File: src/rtl/i2c_master_transfer_sequencer_unit_macros.svh
// Assertion macros for the I2C transfer sequencer.
`ifndef I2C_MASTER_TRANSFER_SEQUENCER_UNIT_MACROS_SVH
`define I2C_MASTER_TRANSFER_SEQUENCER_UNIT_MACROS_SVH

`ifndef NO_ASSERTIONS

// Same-cycle implication.
`define I2CMTS_ASSERT_IMP(lbl, clk, rstn, ante, cons) \
    lbl: assert property (@(posedge clk) disable iff (!rstn) (ante) |-> (cons)) \
        else $error("i2cmts: implication check failed");

// Next-cycle implication.
`define I2CMTS_ASSERT_NXT(lbl, clk, rstn, ante, cons) \
    lbl: assert property (@(posedge clk) disable iff (!rstn) (ante) |=> (cons)) \
        else $error("i2cmts: next-cycle check failed");

`else

`define I2CMTS_ASSERT_IMP(lbl, clk, rstn, ante, cons)
`define I2CMTS_ASSERT_NXT(lbl, clk, rstn, ante, cons)

`endif

`endif

File: src/rtl/i2cmts_pkg.sv
package i2cmts_pkg;

    localparam int S_TDATA_W = 40;
    localparam int S_TUSER_W = 2;
    localparam int M_TDATA_W = 24;
    localparam int M_TUSER_W = 1;
    localparam int ITEM_DATA_W = 34;
    localparam int DEPTH_CMP_W = 9;

    localparam logic [1:0] KIND_START  = 2'd0;
    localparam logic [1:0] KIND_LOAD   = 2'd1;
    localparam logic [1:0] KIND_STATUS = 2'd2;

    localparam logic [2:0] ACT_NONE    = 3'd0;
    localparam logic [2:0] ACT_START   = 3'd1;
    localparam logic [2:0] ACT_SEND    = 3'd2;
    localparam logic [2:0] ACT_RX_ACK  = 3'd3;
    localparam logic [2:0] ACT_RX_NACK = 3'd4;
    localparam logic [2:0] ACT_STOP    = 3'd5;

    localparam logic [7:0] STATUS_MASK     = 8'hF8;
    localparam logic [7:0] ST_START        = 8'h08;
    localparam logic [7:0] ST_RSTART       = 8'h10;
    localparam logic [7:0] ST_SLA_W_ACK    = 8'h18;
    localparam logic [7:0] ST_SLA_W_NACK   = 8'h20;
    localparam logic [7:0] ST_DATA_TX_ACK  = 8'h28;
    localparam logic [7:0] ST_DATA_TX_NACK = 8'h30;
    localparam logic [7:0] ST_SLA_R_ACK    = 8'h40;
    localparam logic [7:0] ST_SLA_R_NACK   = 8'h48;
    localparam logic [7:0] ST_DATA_RX_ACK  = 8'h50;
    localparam logic [7:0] ST_DATA_RX_NACK = 8'h58;

    typedef struct packed {
        logic [1:0] kind;
        logic [7:0] status_code;
        logic [7:0] data_byte;
        logic [2:0] load_index;
        logic [3:0] receive_count;
        logic [3:0] send_count;
        logic [6:0] slave_address;
    } item_t;

    typedef struct packed {
        logic [6:0] target_address;
        logic [3:0] send_position;
        logic [3:0] receive_position;
        logic [3:0] send_total;
        logic [3:0] receive_total;
        logic       reading_mode;
    } seq_state_t;

    typedef struct packed {
        logic       rx_valid;
        logic [2:0] received_index;
        logic [7:0] received_byte;
        logic       receive_done;
        logic       send_done;
        logic [7:0] out_byte;
        logic [2:0] action;
    } res_t;

    typedef struct packed {
        logic       en;
        logic [2:0] slot;
        logic [7:0] data;
    } store_wr_t;

endpackage

File: src/rtl/i2cmts_tx_store.sv
module i2cmts_tx_store #(
    parameter int BUFFER_DEPTH = 8
) (
    input  logic                  aclk,
    input  logic                  we,
    input  i2cmts_pkg::store_wr_t wr,
    input  logic [3:0]            rd_addr,
    output logic [7:0]            rd_data
);
    import i2cmts_pkg::*;

    // only eight slots are reachable by a load
    localparam int STORE_DEPTH = (BUFFER_DEPTH < 8) ? BUFFER_DEPTH : 8;
    localparam int IDX_W = (STORE_DEPTH > 1) ? $clog2(STORE_DEPTH) : 1;

    logic [7:0] store_reg [STORE_DEPTH];

    always_ff @(posedge aclk) begin
        if (we && wr.en) begin
            store_reg[wr.slot[IDX_W-1:0]] <= wr.data;
        end
    end

    assign rd_data = store_reg[rd_addr[IDX_W-1:0]];

endmodule

File: src/rtl/i2cmts_step.sv
module i2cmts_step #(
    parameter int BUFFER_DEPTH = 8
) (
    input  i2cmts_pkg::item_t      item,
    input  i2cmts_pkg::seq_state_t state,
    input  logic [7:0]             store_byte,
    output i2cmts_pkg::seq_state_t state_next,
    output i2cmts_pkg::res_t       res_next,
    output i2cmts_pkg::store_wr_t  wr
);
    import i2cmts_pkg::*;

    localparam logic [DEPTH_CMP_W-1:0] DEPTH_V = DEPTH_CMP_W'(BUFFER_DEPTH);

    logic [3:0] send_clamp;
    logic [3:0] recv_clamp;
    logic [7:0] status;
    logic [4:0] rx_pos2;
    logic [4:0] rx_total;
    logic [3:0] send_pos_inc;

    always_comb begin
        send_clamp = (DEPTH_CMP_W'(item.send_count) > DEPTH_V) ? DEPTH_V[3:0]
                                                                : item.send_count;
        recv_clamp = (DEPTH_CMP_W'(item.receive_count) > DEPTH_V) ? DEPTH_V[3:0]
                                                                   : item.receive_count;
        status       = item.status_code & STATUS_MASK;
        rx_pos2      = {1'b0, state.receive_position} + 5'd2;
        rx_total     = {1'b0, state.receive_total};
        send_pos_inc = state.send_position + 4'd1;

        state_next = state;
        res_next   = '0;
        wr         = '0;

        unique case (item.kind)
            KIND_START: begin
                if (send_clamp != 4'd0 || recv_clamp != 4'd0) begin
                    state_next.send_position    = 4'd0;
                    state_next.receive_position = 4'd0;
                    state_next.send_total       = send_clamp;
                    state_next.receive_total    = recv_clamp;
                    state_next.target_address   = item.slave_address;
                    state_next.reading_mode     = (send_clamp == 4'd0);
                    res_next.action             = ACT_START;
                end
            end
            KIND_LOAD: begin
                wr.en   = (DEPTH_CMP_W'(item.load_index) < DEPTH_V);
                wr.slot = item.load_index;
                wr.data = item.data_byte;
            end
            KIND_STATUS: begin
                case (status) inside
                    ST_START, ST_RSTART: begin
                        res_next.action   = ACT_SEND;
                        res_next.out_byte = {state.target_address, state.reading_mode};
                    end
                    ST_SLA_W_ACK, ST_DATA_TX_ACK: begin
                        if (state.send_position < state.send_total) begin
                            res_next.action          = ACT_SEND;
                            res_next.out_byte        = store_byte;
                            state_next.send_position = send_pos_inc;
                            res_next.send_done       = (send_pos_inc == state.send_total);
                        end else if (state.receive_total == 4'd0) begin
                            res_next.action = ACT_STOP;
                        end else begin
                            res_next.action         = ACT_START;
                            state_next.reading_mode = 1'b1;
                        end
                    end
                    ST_SLA_R_ACK: begin
                        res_next.action = (state.receive_total <= 4'd1) ? ACT_RX_NACK
                                                                        : ACT_RX_ACK;
                    end
                    ST_DATA_RX_ACK: begin
                        if (rx_pos2 <= rx_total) begin
                            res_next.action = (rx_pos2 < rx_total) ? ACT_RX_ACK : ACT_RX_NACK;
                            res_next.rx_valid       = 1'b1;
                            res_next.received_byte  = item.data_byte;
                            res_next.received_index = state.receive_position[2:0];
                            state_next.receive_position = state.receive_position + 4'd1;
                        end
                    end
                    ST_DATA_RX_NACK: begin
                        res_next.action         = ACT_STOP;
                        res_next.rx_valid       = 1'b1;
                        res_next.received_byte  = item.data_byte;
                        res_next.received_index = state.receive_position[2:0];
                        res_next.receive_done   = 1'b1;
                    end
                    ST_SLA_W_NACK, ST_DATA_TX_NACK, ST_SLA_R_NACK: begin
                        res_next.action = ACT_STOP;
                    end
                    default: begin
                        res_next.action = ACT_NONE;
                    end
                endcase
            end
            default: begin
                res_next.action = ACT_NONE;
            end
        endcase
    end

endmodule

File: src/rtl/i2c_master_transfer_sequencer_unit.sv
// I2C master sequencer for a write-then-read transfer. Each input beat (start
// request, transmit-byte load, or bus status event) yields exactly one result
// beat with the next bus action, the byte to drive, the done marks and any
// received byte with its index. One beat is taken per clock while no result
// waits for m_tready: an input register feeds a single pass of decode logic
// into a result register that takes the result beat of the held input beat.
// While a result waits for m_tready, one more input beat can be taken into the
// input register; after that s_tready stays low until the result leaves.
// s_tready follows m_tready combinationally.
module i2c_master_transfer_sequencer_unit #(
    parameter int BUFFER_DEPTH = 8
) (
    input  logic                              aclk,
    input  logic                              aresetn,
    input  logic                              s_tvalid,
    output logic                              s_tready,
    // slave_address[6:0], send_count[10:7], receive_count[14:11],
    // load_index[17:15], data_byte[25:18], status_code[33:26], zero pad
    input  logic [i2cmts_pkg::S_TDATA_W-1:0] s_tdata,
    // kind[1:0]
    input  logic [i2cmts_pkg::S_TUSER_W-1:0] s_tuser,
    output logic                              m_tvalid,
    input  logic                              m_tready,
    // action[2:0], out_byte[10:3], send_done[11], receive_done[12],
    // received_byte[20:13], received_index[23:21]
    output logic [i2cmts_pkg::M_TDATA_W-1:0] m_tdata,
    // rx_valid[0]
    output logic [i2cmts_pkg::M_TUSER_W-1:0] m_tuser
);
    import i2cmts_pkg::*;

    `include "i2c_master_transfer_sequencer_unit_macros.svh"

    logic       in_valid_reg;
    item_t      in_item_reg;
    item_t      in_item;
    logic       out_valid_reg;
    res_t       res_reg;
    res_t       res_next;
    seq_state_t state_reg;
    seq_state_t state_next;
    store_wr_t  wr;
    logic [7:0] store_byte;
    logic       advance;
    logic       s_fire;

    assign advance  = in_valid_reg && (!out_valid_reg || m_tready);
    assign s_tready = !in_valid_reg || advance;
    assign s_fire   = s_tvalid && s_tready;
    assign in_item  = {s_tuser, s_tdata[ITEM_DATA_W-1:0]};

    always_ff @(posedge aclk) begin
        if (!aresetn) begin
            in_valid_reg  <= 1'b0;
            out_valid_reg <= 1'b0;
            state_reg     <= '0;
        end else begin
            if (s_fire) begin
                in_valid_reg <= 1'b1;
            end else if (advance) begin
                in_valid_reg <= 1'b0;
            end
            if (advance) begin
                out_valid_reg <= 1'b1;
                state_reg     <= state_next;
            end else if (m_tready) begin
                out_valid_reg <= 1'b0;
            end
        end
    end

    always_ff @(posedge aclk) begin
        if (s_fire) begin
            in_item_reg <= in_item;
        end
        if (advance) begin
            res_reg <= res_next;
        end
    end

    i2cmts_step #(
        .BUFFER_DEPTH(BUFFER_DEPTH)
    ) u_step (
        .item      (in_item_reg),
        .state     (state_reg),
        .store_byte(store_byte),
        .state_next(state_next),
        .res_next  (res_next),
        .wr        (wr)
    );

    i2cmts_tx_store #(
        .BUFFER_DEPTH(BUFFER_DEPTH)
    ) u_store (
        .aclk   (aclk),
        .we     (advance),
        .wr     (wr),
        .rd_addr(state_reg.send_position),
        .rd_data(store_byte)
    );

    assign m_tvalid = out_valid_reg;
    assign m_tdata  = {res_reg.received_index, res_reg.received_byte,
                       res_reg.receive_done, res_reg.send_done,
                       res_reg.out_byte, res_reg.action};
    assign m_tuser  = res_reg.rx_valid;

    `I2CMTS_ASSERT_IMP(a_pos_in_range, aclk, aresetn, 1'b1,
        state_reg.send_position <= state_reg.send_total)
    `I2CMTS_ASSERT_IMP(a_rx_action, aclk, aresetn, out_valid_reg && res_reg.rx_valid,
        res_reg.action == ACT_RX_ACK || res_reg.action == ACT_RX_NACK ||
        res_reg.action == ACT_STOP)
    `I2CMTS_ASSERT_IMP(a_rx_done, aclk, aresetn, out_valid_reg && res_reg.receive_done,
        res_reg.rx_valid && res_reg.action == ACT_STOP)
    `I2CMTS_ASSERT_IMP(a_tx_done, aclk, aresetn, out_valid_reg && res_reg.send_done,
        res_reg.action == ACT_SEND)
    `I2CMTS_ASSERT_NXT(a_in_hold, aclk, aresetn, in_valid_reg && !advance,
        in_valid_reg)

endmodule
File: config.mk
export PLATFORM = sky130hd
export DESIGN_NAME = i2c_master_transfer_sequencer_unit
export DESIGN_NICKNAME = d
export VERILOG_FILES = /design/src/rtl/i2cmts_pkg.sv /design/src/rtl/i2cmts_tx_store.sv /design/src/rtl/i2cmts_step.sv /design/src/rtl/i2c_master_transfer_sequencer_unit.sv
export VERILOG_INCLUDE_DIRS = /design/src /design/src/rtl
export SDC_FILE = /design/constraint.sdc
export NUM_CORES = 1
export LEC_CHECK = 0
export ABC_AREA = 1
export BUFFER_PORTS_ARGS = -buffer_cell sky130_fd_sc_hd__buf_2
export CORE_ASPECT_RATIO = 0.6
export CORE_MARGIN = 2
export CORE_UTILIZATION = 25
export DETAILED_ROUTE_END_ITERATION = 8
export HOLD_SLACK_MARGIN = 0.15
export PLACE_DENSITY = 0.51
export SETUP_SLACK_MARGIN = 0.3
export SLEW_MARGIN = 20
export SYNTH_ARGS = -nofsm -noshare
export SYNTH_HDL_FRONTEND = slang
export SYNTH_SLANG_ARGS = --single-unit
File: constraint.sdc
create_clock -name aclk -period 5.05 [get_ports aclk]
set_input_delay 0 -clock aclk [delete_from_list [all_inputs] [get_ports aclk]]
set_output_delay 0 -clock aclk [all_outputs]
set_load 0.02 [all_outputs]
## Word level (Yosys, flattened, before mapping)

Memories as Yosys holds them, arrays and structs flattened. A register that Yosys moved wholly into a read port is not among the register bits.
Index checks and enable logic that the tools add are counted.

- Register bits: 87
- Bits in latches: 0
- Memory bits (writable): 64
- ROM bits: 0
- Input bits: 46
- Output and inout bits: 27
- Word-level logic and storage cells: 130
- Memories kept: 1

Memory list:

| memory | words | bits a word | rd ports | clocked after Yosys merged registers in | write ports | RTL line | RTL |
|---|---|---|---|---|---|---|---|
| u_store.store_reg | 8 | 8 | 1 | 1 | 1 | i2cmts_tx_store.sv:16 | `logic [7:0] store_reg [STORE_DEPTH];` |

- Add/sub/neg operators: 3
- $mul: 0
- Div/mod/pow operators: 0
- Order comparisons: 6
- Equality and inequality tests: 23
- Shifts and indexed selects: 0
- Muxes and demuxes: 46
- Bitwise operators: 3
- Reduce and logical (&&, ||, !) cells: 26

Operators by type and width:

| kind | number |
|---|---|
| two-way mux 12 bit | 4 |
| two-way mux 4 bit | 10 |
| two-way mux 3 bit | 13 |
| two-way mux 8 bit | 3 |
| equality test 5 x 4 -> 1 bit, second input constant | 4 |
| two-way mux 17 bit | 1 |
| case mux 8 bit (2 select lines) | 1 |
| equality test 5 x 3 -> 1 bit, second input constant | 3 |
| two-way mux 1 bit | 12 |
| inequality test 2 bit, second input constant | 6 |
| equality test 5 x 2 -> 1 bit, second input constant | 2 |
| adder 4 x 1 -> 4 bit, second input constant | 2 |
| greater-than comparator 4 bit, second input constant | 2 |
| zero test 4 bit | 2 |
| inequality test 2 x 1 -> 1 bit, second input constant | 4 |
| AND reduction 8 bit | 1 |
| nonzero test 4 bit | 2 |
| AND reduction 7 bit | 1 |
| OR reduction 7 bit | 1 |
| case mux 3 bit (2 select lines) | 1 |
| AND reduction 6 bit | 1 |
| nonzero test 2 bit | 3 |
| OR reduction 6 bit | 1 |
| adder 4 x 2 -> 5 bit, second input constant | 1 |
| other kinds (18) | 26 |

## Depth between registers and ports, before layout

- Word-level depth: 10
- Gate-level depth with buffers: 14
- Mapped depth without buffers: 14

## By module

Synthesis repeated with hierarchy kept, for this count alone.

- Cell total of the unflattened synthesis: 798
- Area, all modules: 7,380.8 µm²

By module, submodules not included:

| module | instances | cells each | area each (µm²) | seq. area each (µm²) |
|---|---|---|---|---|
| i2c_master_transfer_sequencer_unit | 1 | 232 | 3,032.9 | 2,352.3 |
| i2cmts_tx_store | 1 | 294 | 2,891.5 | 1,921.8 |
| i2cmts_step | 1 | 272 | 1,456.4 | 0.0 |

## Least setup slack after synthesis

Ideal clock, no wire load.

- Kind: reg2reg
- Start: register in_item_reg[35] (netlist bit)
- End: memory u_store.store_reg[0][0], enable pin
- Arrival: 1.727 ns
- Required time: 4.655 ns
- Slack: 2.928 ns
- Stages on the path, launching flop included: 5
- Clock period less this slack: 2.122 ns
- Path through: edfxtp_1 -> inv_1 -> nand2_1 -> clkbuf_1 -> nor4_1

- Longest elaborated chain between the ends: 5

Ends and longest elaborated chain:

| element | RTL line | RTL |
|---|---|---|
| start: declaration | i2c_master_transfer_sequencer_unit.sv:35 | `item_t in_item_reg;` |
| start signal: assignment | i2c_master_transfer_sequencer_unit.sv:74 | `in_item_reg <= in_item;` |
| equality test 2 x 1 -> 1 bit (*) | i2cmts_step.sv:36 | `unique case (item.kind)` |
| two-way mux 12 bit (*) | i2cmts_step.sv:36 |  |
| logical AND 1 bit | i2cmts_tx_store.sv:19 | `if (we && wr.en) begin` |
| two-way mux 1 bit | i2cmts_tx_store.sv:19 |  |
| two-way mux 1 bit (implied by the code) | i2cmts_tx_store.sv:20 | `store_reg[wr.slot[IDX_W-1:0]] <= wr.data;` |
| end: declaration | i2cmts_tx_store.sv:16 |  |

Every way passes the cells marked *; elsewhere a longest branch is shown, timed or not.

==> run summary <==
gpl congestion = 0.785
type of origin of the critical path = register
setup clock skew after layout = 9.74 ps
maximum clock frequency = 358 MHz
critical path class = register to register
fraction of final layout cells sized beyond drive strength 1 = 17.2%
met2 Track Usage GR = 16.2%
Die Span Y = 126 um
Fin Hold WS = 290 ps
dominant register cell in the synthesized netlist = sky130_fd_sc_hd__edfxtp_1
First DRT Iteration DRCs = 450
initial antenna violation count = 0
most frequent cells after synthesis = 122 x sky130_fd_sc_hd__edfxtp_1, 98 x sky130_fd_sc_hd__nor2_1, 68 x sky130_fd_sc_hd__nand2_1
final net count = 715
placement row count = 44
worst rel slew slack = 28.0%
placed cell count = 923
register bit total from synthesis = 151
number of detailed-routing iterations run before antenna repair = 4
number of post-CTS setup repair buffers = 0
post-synthesis instance area = 6210 um^2
count of final max-slew check failures = 0
post-route antenna net violation count = 0
number of H-tree levels = 4
minimum clock period after layout = 2790 ps
cell count after synthesis = 550
wire length of the first global-routing pass = 24.2 mm
chip width = 207 um
worst skew pair latency = 410 ps
clock tree from TritonCTS = built
Clk pin slew, worst setup/hold paths = 60 ps
ratio of final minimum period to clock period = 55.3%
Static Leakage = 2.91 nW
routing usage on met3 = 2.84%
DR vias = 4335
clock buffer count from CTS = 17
met1 usage in global routing = 19.6%
number of antenna repair diodes = 0
wire length per cell = 15.8 um
crit path capture type = register
Hold Crit Class = primary input to register
async set or reset register ratio after synthesis = 0%
critical path arrival = 2940 ps
unrepaired setup endpoints after global routing = no
total negative slack = 0 ps
number of input and output port buffers inserted = 63
top cells by area in the synthesized netlist = sky130_fd_sc_hd__edfxtp_1 59%, sky130_fd_sc_hd__dfxtp_1 9.4%, sky130_fd_sc_hd__nor2_1 5.9%
core area = 24300 um^2
run status = complete, no violations
maximum vdd drop = 0.245 mV
top-area cell type share of the netlist area = 59.0%
number of buffers between clock root and the deepest sink = 2
remaining design rule violation count = 0
sequential fraction of the synthesis area = 68.4%
synthesized area per cell = 11.3 um^2
global-route usage over all layers = 12.3%
final std cells w/o fill = 992
library cell with the highest instance count after synthesis = sky130_fd_sc_hd__edfxtp_1
number of enable-type register cells in the synthesized netlist = 122
slew of the pin with the lowest slew margin = 1080 ps
Worst Path Max Fanout = 33
detailed-route vias per instance = 4.37
residual overflow from global routing = 0
Synth Net Count = 607
die footprint = 26100 um^2
largest net degree at the start of global routing = 34
number of I/O pins = 73
number of hold violations in the final report = 0
share of the core filled with cells = 32.6%
dominant cell type by area after synthesis = sky130_fd_sc_hd__edfxtp_1
Post-DP HPWL = 10.6 mm
Syn-to-layout area delta = 27.4%
Power Density = 377 nW/um^2
buffer cell driving the clock tree root = sky130_fd_sc_hd__clkbuf_16
vias in the first global route = 4246
drt total wl = 15.7 mm
Max-cap violations = 0
count of cell types in the netlist = 36
Final Setup Violations = 0
required arrival time at the worst endpoint = 5200 ps
max FFs per register = 64
Sinks on Clock Net = 151
Yosys Warn Count = 0
most used routing layer = met1
initial cell density of the core = 25.6%
cell usage in the layout, fill, tap and decap left out, drive strengths merged, types with 3 or more instances in the layout:
cell type	count
a21oi	17
buf	67
bufinv	5
clkbuf	17
clkinv	6
dfxtp	29
dlygate4sd3	38
edfxtp	122
ha	11
inv	56
nand2	72
nand3	29
nand4	6
nor2	106
o21ai	54
o221ai	16
xnor2	3
xor2	4
worst max-delay path, stage by stage, from the launching register on:
cell and delay, ps:
sky130_fd_sc_hd__dfxtp_1 1010, sky130_fd_sc_hd__inv_1 800, sky130_fd_sc_hd__nor2_1 330, sky130_fd_sc_hd__o221ai_1 160, sky130_fd_sc_hd__nand3_1 140, sky130_fd_sc_hd__o21ai_0 90
cells by family after synthesis:
group	Yosys count	share of synthesized area [%]
compound gates	93	8.83
xor+xnor	7	0.988
fa+ha+maj	11	2.22
buf+inv	70	4.49
flops	151	68.4
simple gates	218	15.1
layer usage:
layer	up-vias	part of all wire [%]
met5	-	0
met4	0	0.48
met3	8	5.2
met2	117	39
met1	2081	55
li1	2129	-
final timing paths:
| path | start | to | slack [ps] | cells past startpoint |
|---|---|---|---|---|
| worst max-delay path | register | m_tdata[4] | 2260 | 5 |
| worst min-delay path | s_tdata[30] | in_item_reg[30] | 290 | 2 |
| worst max register to register | register | m_tdata[4] | 2260 | 5 |
| worst min register to register | state_reg[22] | state_reg[22] | 460 | 2 |
stage by stage:
stage | cell area (um^2) | setup slack [ps] | total power [W]
after floorplan | 6210 | 2930 | 0.00152
after global placement | 6880 | 2190 | 0.00158
after detailed placement | 6880 | 2260 | 0.00159
after CTS | 7910 | 2250 | 0.00301
after global routing | 7910 | 1960 | 0.00309
final | 7910 | 2260 | 0.00298
where the power goes:
| group | internal, W | switching (W) |
|---|---|---|
| combinational | 0.0000660 | 0.000112 |
| sequential | 0.00138 | 0.0000245 |
| clock | 0.000881 | 0.000520 |
| total | 0.00233 | 0.000656 |
area by class of cell:
| type | instances | area, um^2 |
|---|---|---|
| Timing Repair Buffer | 105 | 726 |
| Fill cell | 2467 | 16400 |
| Sequential cell | 151 | 4240 |
| Tap cell | 322 | 403 |
| Clock inverter | 14 | 223 |
| Multi-Input combinational cell | 329 | 1680 |
| Clock buffer | 17 | 425 |
| Inverter | 54 | 204 |
what timing repair did:
action	CTS	global route
hold buffers	38	0
gates resized for setup	0	0
endpoints found under the hold margin	52	0
(Power assumes the default switching activity.)
